### config.mk
export PLATFORM = sky130hd
export DESIGN_NAME = pressure_trend_regression
export DESIGN_NICKNAME = d
export VERILOG_FILES = /design/src/ptrend_pkg.sv /design/src/ptrend_ram.sv /design/src/ptrend_div.sv /design/src/pressure_trend_regression.sv
export SDC_FILE = /design/constraint.sdc
export NUM_CORES = 2
export LEC_CHECK = 0
export ABC_AREA = 1
export BUFFER_PORTS_ARGS = -buffer_cell sky130_fd_sc_hd__buf_2
export CAP_MARGIN = 10
export CORE_MARGIN = 4
export CORE_UTILIZATION = 25
export CTS_BUF_LIST = sky130_fd_sc_hd__clkbuf_4 sky130_fd_sc_hd__clkbuf_8
export DETAILED_ROUTE_END_ITERATION = 7
export GPL_TIMING_DRIVEN = 0
export PLACE_DENSITY_LB_ADDON = 0.05
export SKIP_LAST_GASP = 1
export SLEW_MARGIN = 15
export SYNTH_ARGS = -nofsm -noshare
export SYNTH_HDL_FRONTEND = slang
export SYNTH_SLANG_ARGS = --single-unit
### constraint.sdc
create_clock -name clk -period 7.5 [get_ports clk]
set_input_delay 1.875 -clock clk [delete_from_list [all_inputs] [get_ports clk]]
set_output_delay 1.875 -clock clk [all_outputs]
set_load 0.01 [all_outputs]
### src/ptrend_pkg.sv
// ---------------------------------------------------------------------------
// ptrend_pkg
// shared constants, widths and interface types of the pressure trend block
// ---------------------------------------------------------------------------
package ptrend_pkg;

	// history ring
	localparam int HISTORY_DEPTH = 64;
	localparam int PTR_W         = $clog2(HISTORY_DEPTH);

	// field widths
	localparam int P_W      = 17;
	localparam int T_W      = 22;
	localparam int TREND_W  = 25;
	localparam int Q_W      = TREND_W;

	// valid pressure window, exclusive bounds
	localparam logic [P_W-1:0] P_LOW_PA  = 17'd85000;
	localparam logic [P_W-1:0] P_HIGH_PA = 17'd110000;

	// register reset values
	localparam logic [T_W-1:0] INTERVAL_RESET = 22'd20000;
	localparam logic [P_W-1:0] FALLBACK_RESET = 17'd101325;

	// configuration port
	localparam int CFG_IDX_W  = 1;
	localparam int CFG_DATA_W = T_W;
	localparam logic [CFG_IDX_W-1:0] CFG_SAMPLE_INTERVAL = 1'b0;
	localparam logic [CFG_IDX_W-1:0] CFG_FALLBACK        = 1'b1;

	// 1000 (milli hPa per hPa) * 60000 (ms per min) / 100 (Pa per hPa)
	localparam int K_W = 20;
	localparam logic [K_W-1:0] SCALE_NUM = 20'd600000;

	// regression constants over ages 0..n-1
	localparam longint SUM_X = longint'(HISTORY_DEPTH) * (HISTORY_DEPTH - 1) / 2;
	localparam longint DEN   = longint'(HISTORY_DEPTH) * HISTORY_DEPTH *
		(longint'(HISTORY_DEPTH) * HISTORY_DEPTH - 1) / 12;
	localparam int DEN_W     = $clog2(DEN + 1);

	// centred age weight n*i - sum(i), signed
	localparam int COEF_W = $clog2(SUM_X + 1) + 1;
	localparam logic signed [COEF_W-1:0] COEF_START = COEF_W'(-SUM_X);
	localparam logic signed [COEF_W-1:0] COEF_STEP  = COEF_W'(HISTORY_DEPTH);

	// numerator magnitude bound: 2^17 * n^3 / 4
	localparam int MAG_W = P_W + $clog2(longint'(HISTORY_DEPTH) * HISTORY_DEPTH *
		HISTORY_DEPTH / 4 + 1);
	localparam int X_W   = MAG_W + K_W;
	localparam int B_W   = DEN_W + T_W;
	localparam int ACC_W = ((X_W > B_W) ? X_W : B_W) + 1;

	// shared multiplier: two pieces of a wide operand, signed operands
	localparam int PIECE_W = 23;
	localparam int OP_W    = PIECE_W + 1;
	localparam int PROD_W  = 2 * OP_W;
	localparam logic [2*PIECE_W-1:0] DEN_V = (2 * PIECE_W)'(DEN);

	// divider step count
	localparam int DSTEP_W = $clog2(X_W + 1);

	// trend saturation limits
	localparam logic signed [TREND_W-1:0] TREND_MAX = {1'b0, {(TREND_W-1){1'b1}}};
	localparam logic signed [TREND_W-1:0] TREND_MIN = {1'b1, {(TREND_W-1){1'b0}}};

	// divider control and status
	typedef struct packed {
		logic start;
	} div_ctl_t;

	typedef struct packed {
		logic done;
		logic ovf;
	} div_sts_t;

endpackage

### src/ptrend_ram.sv
// ---------------------------------------------------------------------------
// ptrend_ram
// simple dual port ram, one write and one registered read port
// ---------------------------------------------------------------------------
module ptrend_ram #(
	parameter int WIDTH = 17,
	parameter int DEPTH = 64
) (
	input  logic                             clk,
	input  logic                             we,
	input  logic [$clog2(DEPTH)-1:0]         waddr,
	input  logic [WIDTH-1:0]                 wdata,
	input  logic                             re,
	input  logic [$clog2(DEPTH)-1:0]         raddr,
	output logic [WIDTH-1:0]                 rdata
);

	logic [WIDTH-1:0] mem_q [DEPTH];

	// write port
	always_ff @(posedge clk) begin
		if (we) begin
			mem_q[waddr] <= wdata;
		end
	end

	// registered read port
	always_ff @(posedge clk) begin
		if (re) begin
			rdata <= mem_q[raddr];
		end
	end

endmodule

### src/ptrend_div.sv
// ---------------------------------------------------------------------------
// ptrend_div
// restoring divider, one quotient bit per cycle, sticky overflow flag for the quotient
// ---------------------------------------------------------------------------
module ptrend_div import ptrend_pkg::*; (
	input  logic             clk,
	input  logic             arst_n,
	input  div_ctl_t         ctl,
	input  logic [X_W-1:0]   dividend,
	input  logic [B_W-1:0]   divisor,
	output div_sts_t         sts,
	output logic [Q_W-1:0]   quot
);

	logic               busy_q;
	logic               done_q;
	logic               ovf_q;
	logic [DSTEP_W-1:0] step_q;
	logic [X_W-1:0]     x_q;
	logic [B_W-1:0]     b_q;
	logic [B_W-1:0]     rem_q;
	logic [Q_W-1:0]     q_q;

	logic [B_W:0]       rem_sh;
	logic [B_W+1:0]     diff;
	logic               ge;

	// trial subtract of the divisor from the shifted remainder
	assign rem_sh = {rem_q, x_q[X_W-1]};
	assign diff   = {1'b0, rem_sh} - {2'b00, b_q};
	assign ge     = !diff[B_W+1];

	// control
	always_ff @(posedge clk or negedge arst_n) begin
		if (!arst_n) begin
			busy_q <= 1'b0;
			done_q <= 1'b0;
			step_q <= '0;
		end else begin
			done_q <= busy_q && !ctl.start && (step_q == DSTEP_W'(1));
			if (ctl.start) begin
				busy_q <= 1'b1;
				step_q <= DSTEP_W'(X_W);
			end else if (busy_q) begin
				step_q <= step_q - 1'b1;
				if (step_q == DSTEP_W'(1)) begin
					busy_q <= 1'b0;
				end
			end
		end
	end

	// datapath, one bit per cycle, sticky flag for quotient bits above the top
	always_ff @(posedge clk) begin
		if (ctl.start) begin
			x_q   <= dividend;
			b_q   <= divisor;
			rem_q <= '0;
			q_q   <= '0;
			ovf_q <= 1'b0;
		end else if (busy_q) begin
			x_q   <= {x_q[X_W-2:0], 1'b0};
			rem_q <= ge ? diff[B_W-1:0] : rem_sh[B_W-1:0];
			q_q   <= {q_q[Q_W-2:0], ge};
			ovf_q <= ovf_q | q_q[Q_W-1];
		end
	end

	assign sts.done = done_q;
	assign sts.ovf  = ovf_q;
	assign quot     = q_q;

endmodule

### src/pressure_trend_regression.sv
// ---------------------------------------------------------------------------
// pressure_trend_regression
// barometric history ring with least-squares trend in milli hPa per minute
//
//   channel | signals                                   | transfer
//   --------+-------------------------------------------+------------------
//   sample  | sample_valid, sample_ready, pressure_pa   | valid/ready beat
//   result  | result_valid, result_ready, accepted,     | valid/ready beat
//           | current_pressure_pa, trend_millihpa_per_min|
//   config  | cfg_write, cfg_index, cfg_wdata           | write on cfg_write
//
// after a sample beat the history entries go through the shared multiplier at one entry
// per cycle, then a drain, two wide products, then one quotient bit per cycle in the
// serial divider; a flat history skips the products and divide. after reset the first
// beat fills the ring. sample_ready is low while a beat is worked on; a finished result
// waits in the output register while the next sample is taken, and the next result waits
// behind it.
// ---------------------------------------------------------------------------
module pressure_trend_regression import ptrend_pkg::*; (
	input  logic                       clk,
	input  logic                       arst_n,
	input  logic                       cfg_write,
	input  logic [CFG_IDX_W-1:0]       cfg_index,
	input  logic [CFG_DATA_W-1:0]      cfg_wdata,
	input  logic                       sample_valid,
	output logic                       sample_ready,
	input  logic [P_W-1:0]             pressure_pa,
	output logic                       result_valid,
	input  logic                       result_ready,
	output logic                       accepted,
	output logic [P_W-1:0]             current_pressure_pa,
	output logic signed [TREND_W-1:0]  trend_millihpa_per_min
);

	typedef enum logic [3:0] {
		ST_IDLE,
		ST_PRIME,
		ST_SUM,
		ST_SUM_END,
		ST_MULK,
		ST_MULK_END,
		ST_MULB,
		ST_MULB_END,
		ST_DIV,
		ST_OUT
	} state_t;

	function automatic logic [PTR_W-1:0] ptr_inc(input logic [PTR_W-1:0] p);
		return (p == PTR_W'(HISTORY_DEPTH - 1)) ? '0 : p + 1'b1;
	endfunction

	// configuration
	logic [T_W-1:0] interval_q;
	logic [P_W-1:0] fallback_q;

	// control and item state
	state_t                    state_q;
	logic                      primed_q;
	logic [PTR_W-1:0]          wp_q;
	logic [PTR_W-1:0]          rd_ptr_q;
	logic [PTR_W-1:0]          cnt_q;
	logic signed [COEF_W-1:0]  coef_q;
	logic                      piece_q;
	logic [P_W-1:0]            pnow_q;
	logic                      flag_q;
	logic                      neg_q;
	logic [MAG_W-1:0]          mag_q;
	logic [X_W-1:0]            x_q;
	logic signed [TREND_W-1:0] trend_q;
	logic                      res_valid_q;
	logic                      res_acc_q;
	logic [P_W-1:0]            res_p_q;
	logic signed [TREND_W-1:0] res_trend_q;

	// datapath pipeline
	logic                      rd_vld_s1;
	logic signed [COEF_W-1:0]  coef_s1;
	logic                      vld_s2;
	logic                      hi_s2;
	logic signed [PROD_W-1:0]  prod_s2;
	logic signed [ACC_W-1:0]   acc_q;

	logic                      accept;
	logic                      in_window;
	logic                      pipe_empty;
	logic                      acc_clr;
	logic                      ram_we;
	logic [PTR_W-1:0]          ram_waddr;
	logic [P_W-1:0]            ram_wdata;
	logic                      ram_re;
	logic [P_W-1:0]            ram_rdata;
	logic [T_W-1:0]            interval_eff;
	logic [2*PIECE_W-1:0]      mag_ext;
	logic                      mul_go;
	logic                      mul_hi;
	logic signed [OP_W-1:0]    mul_a;
	logic signed [OP_W-1:0]    mul_b;
	logic signed [ACC_W-1:0]   addend;
	logic [ACC_W-1:0]          acc_abs;
	div_ctl_t                  div_ctl;
	div_sts_t                  div_sts;
	logic [Q_W-1:0]            div_quot;
	logic signed [TREND_W-1:0] trend_sat;

	assign sample_ready = (state_q == ST_IDLE);
	assign accept       = sample_valid && sample_ready;
	assign in_window    = (pressure_pa > P_LOW_PA) && (pressure_pa < P_HIGH_PA);
	assign pipe_empty   = !rd_vld_s1 && !vld_s2;
	assign interval_eff = (interval_q == '0) ? T_W'(1) : interval_q;
	assign mag_ext      = (2 * PIECE_W)'(mag_q);

	// configuration registers
	always_ff @(posedge clk or negedge arst_n) begin
		if (!arst_n) begin
			interval_q <= INTERVAL_RESET;
			fallback_q <= FALLBACK_RESET;
		end else if (cfg_write) begin
			case (cfg_index)
				CFG_SAMPLE_INTERVAL: interval_q <= cfg_wdata;
				CFG_FALLBACK:        fallback_q <= cfg_wdata[P_W-1:0];
				default: ;
			endcase
		end
	end

	// history ring: new in-window sample at accept once primed, whole ring while priming
	assign ram_we    = (accept && primed_q && in_window) || (state_q == ST_PRIME);
	assign ram_waddr = (state_q == ST_PRIME) ? rd_ptr_q : wp_q;
	assign ram_wdata = (state_q == ST_PRIME) ? pnow_q : pressure_pa;
	assign ram_re    = (state_q == ST_SUM);

	ptrend_ram #(
		.WIDTH (P_W),
		.DEPTH (HISTORY_DEPTH)
	) u_hist (
		.clk   (clk),
		.we    (ram_we),
		.waddr (ram_waddr),
		.wdata (ram_wdata),
		.re    (ram_re),
		.raddr (rd_ptr_q),
		.rdata (ram_rdata)
	);

	// shared multiplier operand select
	always_comb begin
		mul_go = 1'b0;
		mul_hi = 1'b0;
		mul_a  = '0;
		mul_b  = '0;
		if (rd_vld_s1) begin
			mul_go = 1'b1;
			mul_a  = OP_W'(coef_s1);
			mul_b  = OP_W'(ram_rdata);
		end else if (state_q == ST_MULK) begin
			mul_go = 1'b1;
			mul_hi = piece_q;
			mul_a  = piece_q ? OP_W'(mag_ext[2*PIECE_W-1:PIECE_W])
			                 : OP_W'(mag_ext[PIECE_W-1:0]);
			mul_b  = OP_W'(SCALE_NUM);
		end else if (state_q == ST_MULB) begin
			mul_go = 1'b1;
			mul_hi = piece_q;
			mul_a  = piece_q ? OP_W'(DEN_V[2*PIECE_W-1:PIECE_W])
			                 : OP_W'(DEN_V[PIECE_W-1:0]);
			mul_b  = OP_W'(interval_eff);
		end
	end

	// upper pieces land one piece width up
	assign addend  = hi_s2 ? (ACC_W'(prod_s2) <<< PIECE_W) : ACC_W'(prod_s2);
	assign acc_clr = (state_q == ST_IDLE) ||
		(((state_q == ST_SUM_END) || (state_q == ST_MULK_END)) && pipe_empty);

	// pipeline valids
	always_ff @(posedge clk or negedge arst_n) begin
		if (!arst_n) begin
			rd_vld_s1 <= 1'b0;
			vld_s2    <= 1'b0;
		end else begin
			rd_vld_s1 <= ram_re;
			vld_s2    <= mul_go;
		end
	end

	// read, multiply, accumulate
	always_ff @(posedge clk) begin
		coef_s1 <= coef_q;
		prod_s2 <= mul_a * mul_b;
		hi_s2   <= mul_hi;
		if (acc_clr) begin
			acc_q <= '0;
		end else if (vld_s2) begin
			acc_q <= acc_q + addend;
		end
	end

	assign acc_abs = acc_q[ACC_W-1] ? ACC_W'(-acc_q) : ACC_W'(acc_q);

	// serial divide of scaled numerator by denominator times interval
	assign div_ctl.start = (state_q == ST_MULB_END) && pipe_empty;

	ptrend_div u_div (
		.clk      (clk),
		.arst_n   (arst_n),
		.ctl      (div_ctl),
		.dividend (x_q),
		.divisor  (acc_q[B_W-1:0]),
		.sts      (div_sts),
		.quot     (div_quot)
	);

	// sign and saturate the quotient
	always_comb begin
		if (neg_q) begin
			trend_sat = (div_sts.ovf || div_quot[Q_W-1]) ? TREND_MIN
			                                             : TREND_W'(-div_quot);
		end else begin
			trend_sat = (div_sts.ovf || div_quot[Q_W-1]) ? TREND_MAX
			                                             : TREND_W'(div_quot);
		end
	end

	// sequencer
	always_ff @(posedge clk or negedge arst_n) begin
		if (!arst_n) begin
			state_q     <= ST_IDLE;
			primed_q    <= 1'b0;
			wp_q        <= '0;
			pnow_q      <= '0;
			res_valid_q <= 1'b0;
			rd_ptr_q    <= '0;
			cnt_q       <= '0;
			coef_q      <= '0;
			piece_q     <= 1'b0;
			flag_q      <= 1'b0;
			neg_q       <= 1'b0;
			mag_q       <= '0;
			x_q         <= '0;
			trend_q     <= '0;
			res_acc_q   <= 1'b0;
			res_p_q     <= '0;
			res_trend_q <= '0;
		end else begin
			if (result_ready && (state_q != ST_OUT)) begin
				res_valid_q <= 1'b0;
			end
			case (state_q)
				ST_IDLE: begin
					if (accept) begin
						flag_q  <= in_window;
						cnt_q   <= '0;
						coef_q  <= COEF_START;
						piece_q <= 1'b0;
						if (!primed_q) begin
							primed_q <= 1'b1;
							pnow_q   <= in_window ? pressure_pa : fallback_q;
							wp_q     <= '0;
							rd_ptr_q <= '0;
							state_q  <= ST_PRIME;
						end else begin
							if (in_window) begin
								pnow_q   <= pressure_pa;
								wp_q     <= ptr_inc(wp_q);
								rd_ptr_q <= ptr_inc(wp_q);
							end else begin
								rd_ptr_q <= wp_q;
							end
							state_q <= ST_SUM;
						end
					end
				end
				// fill every entry, a flat history has no slope
				ST_PRIME: begin
					rd_ptr_q <= ptr_inc(rd_ptr_q);
					if (rd_ptr_q == PTR_W'(HISTORY_DEPTH - 1)) begin
						trend_q <= '0;
						state_q <= ST_OUT;
					end
				end
				// oldest first, weight steps by the depth
				ST_SUM: begin
					rd_ptr_q <= ptr_inc(rd_ptr_q);
					coef_q   <= coef_q + COEF_STEP;
					cnt_q    <= cnt_q + 1'b1;
					if (cnt_q == PTR_W'(HISTORY_DEPTH - 1)) begin
						state_q <= ST_SUM_END;
					end
				end
				ST_SUM_END: begin
					if (pipe_empty) begin
						if ((acc_q == '0) || (HISTORY_DEPTH < 3)) begin
							trend_q <= '0;
							state_q <= ST_OUT;
						end else begin
							neg_q   <= acc_q[ACC_W-1];
							mag_q   <= acc_abs[MAG_W-1:0];
							state_q <= ST_MULK;
						end
					end
				end
				ST_MULK: begin
					piece_q <= !piece_q;
					if (piece_q) begin
						state_q <= ST_MULK_END;
					end
				end
				ST_MULK_END: begin
					if (pipe_empty) begin
						x_q     <= acc_q[X_W-1:0];
						state_q <= ST_MULB;
					end
				end
				ST_MULB: begin
					piece_q <= !piece_q;
					if (piece_q) begin
						state_q <= ST_MULB_END;
					end
				end
				ST_MULB_END: begin
					if (pipe_empty) begin
						state_q <= ST_DIV;
					end
				end
				ST_DIV: begin
					if (div_sts.done) begin
						trend_q <= trend_sat;
						state_q <= ST_OUT;
					end
				end
				// hand the result to the output register once it is free
				ST_OUT: begin
					if (!res_valid_q || result_ready) begin
						res_valid_q <= 1'b1;
						res_acc_q   <= flag_q;
						res_p_q     <= pnow_q;
						res_trend_q <= trend_q;
						state_q     <= ST_IDLE;
					end
				end
				default: begin
					state_q <= ST_IDLE;
				end
			endcase
		end
	end

	assign result_valid           = res_valid_q;
	assign accepted               = res_acc_q;
	assign current_pressure_pa    = res_p_q;
	assign trend_millihpa_per_min = res_trend_q;

endmodule

* Yosys cells after proc, flatten, opt, wreduce, memory -nomap -nowiden
Memory sizes are Yosys's and may differ from the RTL's. A register that Yosys moved wholly into a read port is not among the register bits.
Index checks and enable logic that the tools add are counted.
** Cells by class
- $mul :: 1
- Bitwise operators :: 3
- Mux-type cells :: 67
- Add/sub/neg operators :: 9
- Eq/ne operators :: 26
- Reduce and logical (&&, ||, !) cells :: 43
- $lt $le $gt $ge :: 2
** Operator list (number)
- $mux W25 :: 7
- $mux W54 :: 2
- $mux W22 :: 4
- $pmux W25 S3 :: 1
- $mux W17 :: 4
- $add A55 B55 Y55 :: 1
- $logic_not A55 Y1 :: 1
- $mux W55 :: 1
- $mux W6 :: 9
- $mul A24 B23 Y47 :: 1
- $mux W23 :: 2
- $sub A44 B43 Y45 :: 1
- $mux W4 :: 11
- $mux W43 :: 1
- $mux W21 :: 2
- $pmux W4 S10 :: 1
- $mux W34 :: 1
- $neg A34 Y34 :: 1
- $neg A25 Y25 :: 1
- $mux W24 :: 1
- $pmux W12 S2 :: 1
- $pmux W6 S2 :: 2
- $logic_not A22 Y1 :: 1
- $add A6 B1 Y6 const B :: 3
- 30 further kinds :: 91
** Word-level totals
- Memories kept :: 1
- Bits in registers :: 543
- Input bits :: 45
- RAM bits :: 1088
** Memory list
- u_hist.mem_q :: words 64, width 17, read ports 1, clocked after memory_dff 1, write ports 1, RTL line ptrend_ram.sv:18 : logic [WIDTH-1:0] mem_q [DEPTH];

* Depth between registers and ports, before layout
- Depth after elaboration :: 7
- Depth in mapped cells :: 41
- Depth with buffers taken out :: 40

* Modules after synthesis
A second synthesis with hierarchy kept.
** Second synthesis, totals
- Cell total of the unflattened synthesis :: 10417
- Area total of the unflattened synthesis :: 95147.5 sq um
** By module, submodules not included
- ptrend_ram :: area an instance 44615.3 sq um, cells an instance 3731, times used 1
- pressure_trend_regression :: area an instance 40286.1 sq um, cells an instance 5256, times used 1
- ptrend_div :: area an instance 10246.1 sq um, cells an instance 1430, times used 1

* Worst setup path after synthesis
No wires, ideal clock.
- Kind :: register -> register
- Start :: register rd_vld_s1
- End :: register prod_s2[41]
- Cell stages (with the launch flop) :: 25
- Clock period less this slack :: 6.824 ns
- Slack :: 0.676 ns
- Required time :: 7.428 ns
- Setup time :: 0.072 ns
- Arrival time :: 6.752 ns
- Path buffers :: 3
- Cells stage by stage :: dfrtp_1 buf_2 nand2_1 inv_1 buf_2 buf_1 nand2_1 fa_1 fa_1 fa_1 inv_1 fa_1 fa_1 fa_1 inv_1 fa_1 inv_1 ha_1 nand2_1 nor2_1 inv_1 nor4_1 nand2_1 o211ai_1 xor2_1
** On the way
- Cells in the longest elaborated chain, start to end :: 2
** RTL lines
- start: declaration :: RTL line pressure_trend_regression.sv:76 : logic rd_vld_s1;
- start signal: assignment :: RTL line pressure_trend_regression.sv:181 : rd_vld_s1 <= ram_re;
- $mux W24 / $mux W22 (equally long branches) :: RTL line pressure_trend_regression.sv:151 : if (rd_vld_s1) begin
- $mul A24 B23 Y47 (*) :: RTL line pressure_trend_regression.sv:189 : prod_s2 <= mul_a * mul_b;
- end signal: assignment :: RTL line pressure_trend_regression.sv:189
- end: declaration :: RTL line pressure_trend_regression.sv:80 : logic signed [PROD_W-1:0] prod_s2;
Every way passes the cells marked *; elsewhere a longest branch is shown, timed or not.
A chain may end at the register's enable or synchronous reset.

* Worst setup path after layout
- Start :: register state_q[3]
- End :: register prod_s2[35]
** On the way
- Cells in the longest elaborated chain, start to end :: 5
** RTL lines
- start: declaration :: RTL line pressure_trend_regression.sv:57 : state_t state_q;
- start signal: assignment :: RTL line pressure_trend_regression.sv:227 : state_q <= ST_IDLE;
- start signal: assignment :: RTL line pressure_trend_regression.sv:260 : state_q <= ST_PRIME;
- start signal: assignment :: RTL line pressure_trend_regression.sv:269 : state_q <= ST_SUM;
- $eq A4 B3 Y1 :: RTL line pressure_trend_regression.sv:161 : end else if (state_q == ST_MULB) begin
- $mux W21 / $mux W22 (equally long branches) :: RTL line pressure_trend_regression.sv:161
- $mux W23 / $mux W22 (equally long branches) :: RTL line pressure_trend_regression.sv:155 : end else if (state_q == ST_MULK) begin
- $mux W24 / $mux W22 (equally long branches) :: RTL line pressure_trend_regression.sv:151
- $mul A24 B23 Y47 (*) :: RTL line pressure_trend_regression.sv:189
Marked as above.

==> results.tsv <==
metric	value	unit
result of the run	completed	
layout cell share with drive strength beyond 1	14.21	%
RR Endpoint	prod_s2[35]$_DFF_P_	
horizontal die dimension	618.3	um
cell type of the slowest stage on the worst timing path	fa_1	
TritonCTS sink count	1637	
Worst slew margin	13.33	%
total DRC errors in the routed layout	0	
area fraction of the dominant cell type after synthesis	38.76	%
unrepaired setup endpoints after global routing	yes	
category of the worst setup path launch point	flip-flop	
total routing resource utilization after global routing	21.48	%
total of flip-flops plus latches after synthesis	1637	
clock tree root driver cell	clkbuf_8	
number of global-route vias before repair	74420	
number of warnings issued by yosys	0	
total of buffers placed on input and output ports	89	
worst-case setup slack after placement	-1831	ps
FP Rows	223	
wire length of the first global-routing pass	585200	um
reg-to-reg slack, setup	190	ps
total wire length	421400	um
drt first pass iters	6	
DR WL/cell	26.71	um
top cells by area, synth	edfxtp_1, fa_1, nand2_1, dfrtp_1, inv_1	
Most Frequent Cell on Critical Path	fa_1	
post-synth top area cell	edfxtp_1	
Clock Tree Buf Depth	4	
Netlist Area Pre-Place	0.09312	sq mm
Highest Clock Rate	0.1369	GHz
post-synthesis area per instance	9.515	sq um
crit path time final	7306	ps
worst flop-to-flop path startpoint	state_q[3]$_DFFE_PN0P_	
largest net degree at the start of global routing	79	
via-per-instance ratio	4.690	
P&R area growth vs syn	21.92	%
Slowest Stage Delay on Critical Path	620	ps
initial antenna violation count	21	
dominant cell by count in the synthesized netlist	nand2_1	
timing endpoint of the critical path	prod_s2[35]$_DFF_P_	
count of final setup violators	0	
number of buffers created by CTS	309	
CTS H-tree lvls	5	
starting density of the core	25.17	%
Post-synth EDFFs	1202	
Slew Viols, Final	0	
Clock Latency Late Sink	1050	ps
sequential element share of the synthesized area	49.51	%
peak fanout along the critical path	5	
most instantiated cells after synthesis	nand2_1, inv_1, nor2_1	
TritonCTS clock tree	done	
path class of the lowest-slack min-delay path	reg2reg	
core utilization of the finished layout	30.69	%
I/O pin cnt	90	
net count of the finished layout	11420	
core region area	0.3700	sq mm
portion of the clock cycle consumed by the worst path in the final layout	97.42	%
Detailed Place HPWL	330100	um
CTS clk-pin slew, worst paths	60	ps
area enclosed by the die boundary	0.3823	sq mm
total of max-cap violations	0	
final worst clock skew	90.15	ps
worst slew pin tran	1300	ps
number of DRC violations after detailed-routing iteration 0	6003	
distinct cell type count of the synthesized netlist	59	
via count of the routed design	73980	
Worst setup EP type	flip-flop	
final hold violation count	0	
die height	618.3	um
Synth Flop Type	edfxtp_1	
GR Overflow Total	0	
path type of the worst setup path	reg2reg	
post-synthesis instance total	9786	
weighted congestion reported at the end of routability-driven placement	0.9167	
Worst Setup Slack, final	193.6	ps
async set or reset register ratio after synthesis	15.64	%
required time of the worst setup path	8380	ps
Fillers	39070	
WP data arrival	8180	ps
residual antenna-violating net count after detailed routing	0	
Worst Reg-to-Reg Cells	29	
beginning of the critical path	state_q[3]$_DFFE_PN0P_	
[cell usage in the layout, fill, tap and decap left out, drive strengths merged, types with 49 or more instances in the layout]
master	synthesis	routed
nor2	1266	1266
nand2	1789	1790
edfxtp	1202	1202
a21oi	299	299
nand3	374	374
o211ai	49	49
conb	2	129
ha	236	236
inv	1408	1396
dfrtp	241	241
nand4	117	117
o22ai	180	180
buf	112	472
fa	561	561
o21ai	1001	1001
dfxtp	179	179
o221ai	100	100
xor2	89	89
clkbuf	287	740
clkinv	5	76
[metal layers]
metal	vias to the layer above	wire length, um	GRT usage, %
li1	33910	-	-
met2	1934	203400	36.50
met4	4	20320	8.691
met1	37560	180700	27.87
met3	580	16940	2.307
met5	-	22	0
[final cells by class]
type / instances / area [sq um] / area share, %
Tap cell: 4950 / 6193 / 5.455
Timing Repair Buffer: 359 / 4817 / 4.243
Multi-Input combinational cell: 6465 / 42950 / 37.83
Inverter: 1413 / 5435 / 4.787
Buffer: 395 / 1851 / 1.630
Clock inverter: 91 / 660.6 / 0.5819
Sequential cell: 1637 / 46110 / 40.61
Clock buffer: 459 / 5498 / 4.843
Antenna cell: 7 / 17.52 / 0.01543
[worst max-delay path: cells and delay by family (launching register included)]
family                     cells  cell delay, ps
adders and majority gates      8            3770
buffers and inverters          9            1040
and+or+nand+nor                7             840
AOI/OAI and AO/OA              4             820
DFF                            1             420
xor gates and xnor gates       1             280
[sequential cells by signal, summed over array words and instances, names as in the netlist, 22 cells and up]
signal and flops:
x_q 54, acc_q 55, u_div.b_q 43, trend_millihpa_per_min 25, trend_q 25, u_div.quot 25, u_hist.mem_q 1088, mag_q 34
prod_s2 47, interval_q 22, u_div.x_q 54, u_div.rem_q 43
[worst min path at each step]
| stage | startpoint | endpoint | slack (ps) | cells after the start |
|---|---|---|---|---|
| after floorplan | coef_q[5]$_DFFE_PN0P_ | coef_s1[5]$_DFF_P_ | 340 | 0 |
| after global placement | coef_q[9]$_DFFE_PN0P_ | coef_s1[9]$_DFF_P_ | 360 | 0 |
| after detailed placement | coef_q[5]$_DFFE_PN0P_ | coef_s1[5]$_DFF_P_ | 360 | 0 |
| after CTS | coef_q[5]$_DFFE_PN0P_ | coef_s1[5]$_DFF_P_ | 370 | 0 |
| after global routing | coef_q[9]$_DFFE_PN0P_ | coef_s1[9]$_DFF_P_ | 380 | 0 |
| final | coef_q[5]$_DFFE_PN0P_ | coef_s1[5]$_DFF_P_ | 360 | 0 |
[cells by family (layout without fill, tap and decap cells)]
kind of cell / Yosys count / in the layout / share of synthesized area [%]
adder cells (fa/ha/maj): 797 / 797 / 15.23
multiplexers: 12 / 12 / 0.1451
XOR/XNOR: 119 / 119 / 1.119
AO/OA/AOI/OAI: 1753 / 1753 / 10.61
other: 2 / 136 / 0.008065
buffers and inverters: 1812 / 2717 / 7.452
AND/OR/NAND/NOR: 3654 / 3655 / 15.92
flip-flops: 1637 / 1637 / 49.51
[repair_timing]
action                     in CTS  in global routing
cloned                          0                  2
gates resized for setup       314                294
setup endpoints to repair      37                 30
setup buffers                  69                 75
pin swaps                      47                135
hold buffers                    0                  0
[stage by stage]
step           TNS (ps)  area, sq um  instances  hold WS [ps]
2_1_floorplan         0        93590       9913         339.8
3_3_place_gp   -4558700       100200      14950         357.6
3_5_place_dp     -44030       103900      15080         357.3
4_1_cts          -22.86       111900      15690         367.0
5_1_grt          -535.4       113500      15770         381.9
6_report              0       113500      15780         356.6
Power is not shown: default switching activity piles up to over one toggle a cycle in this logic, so the estimate is an artifact.
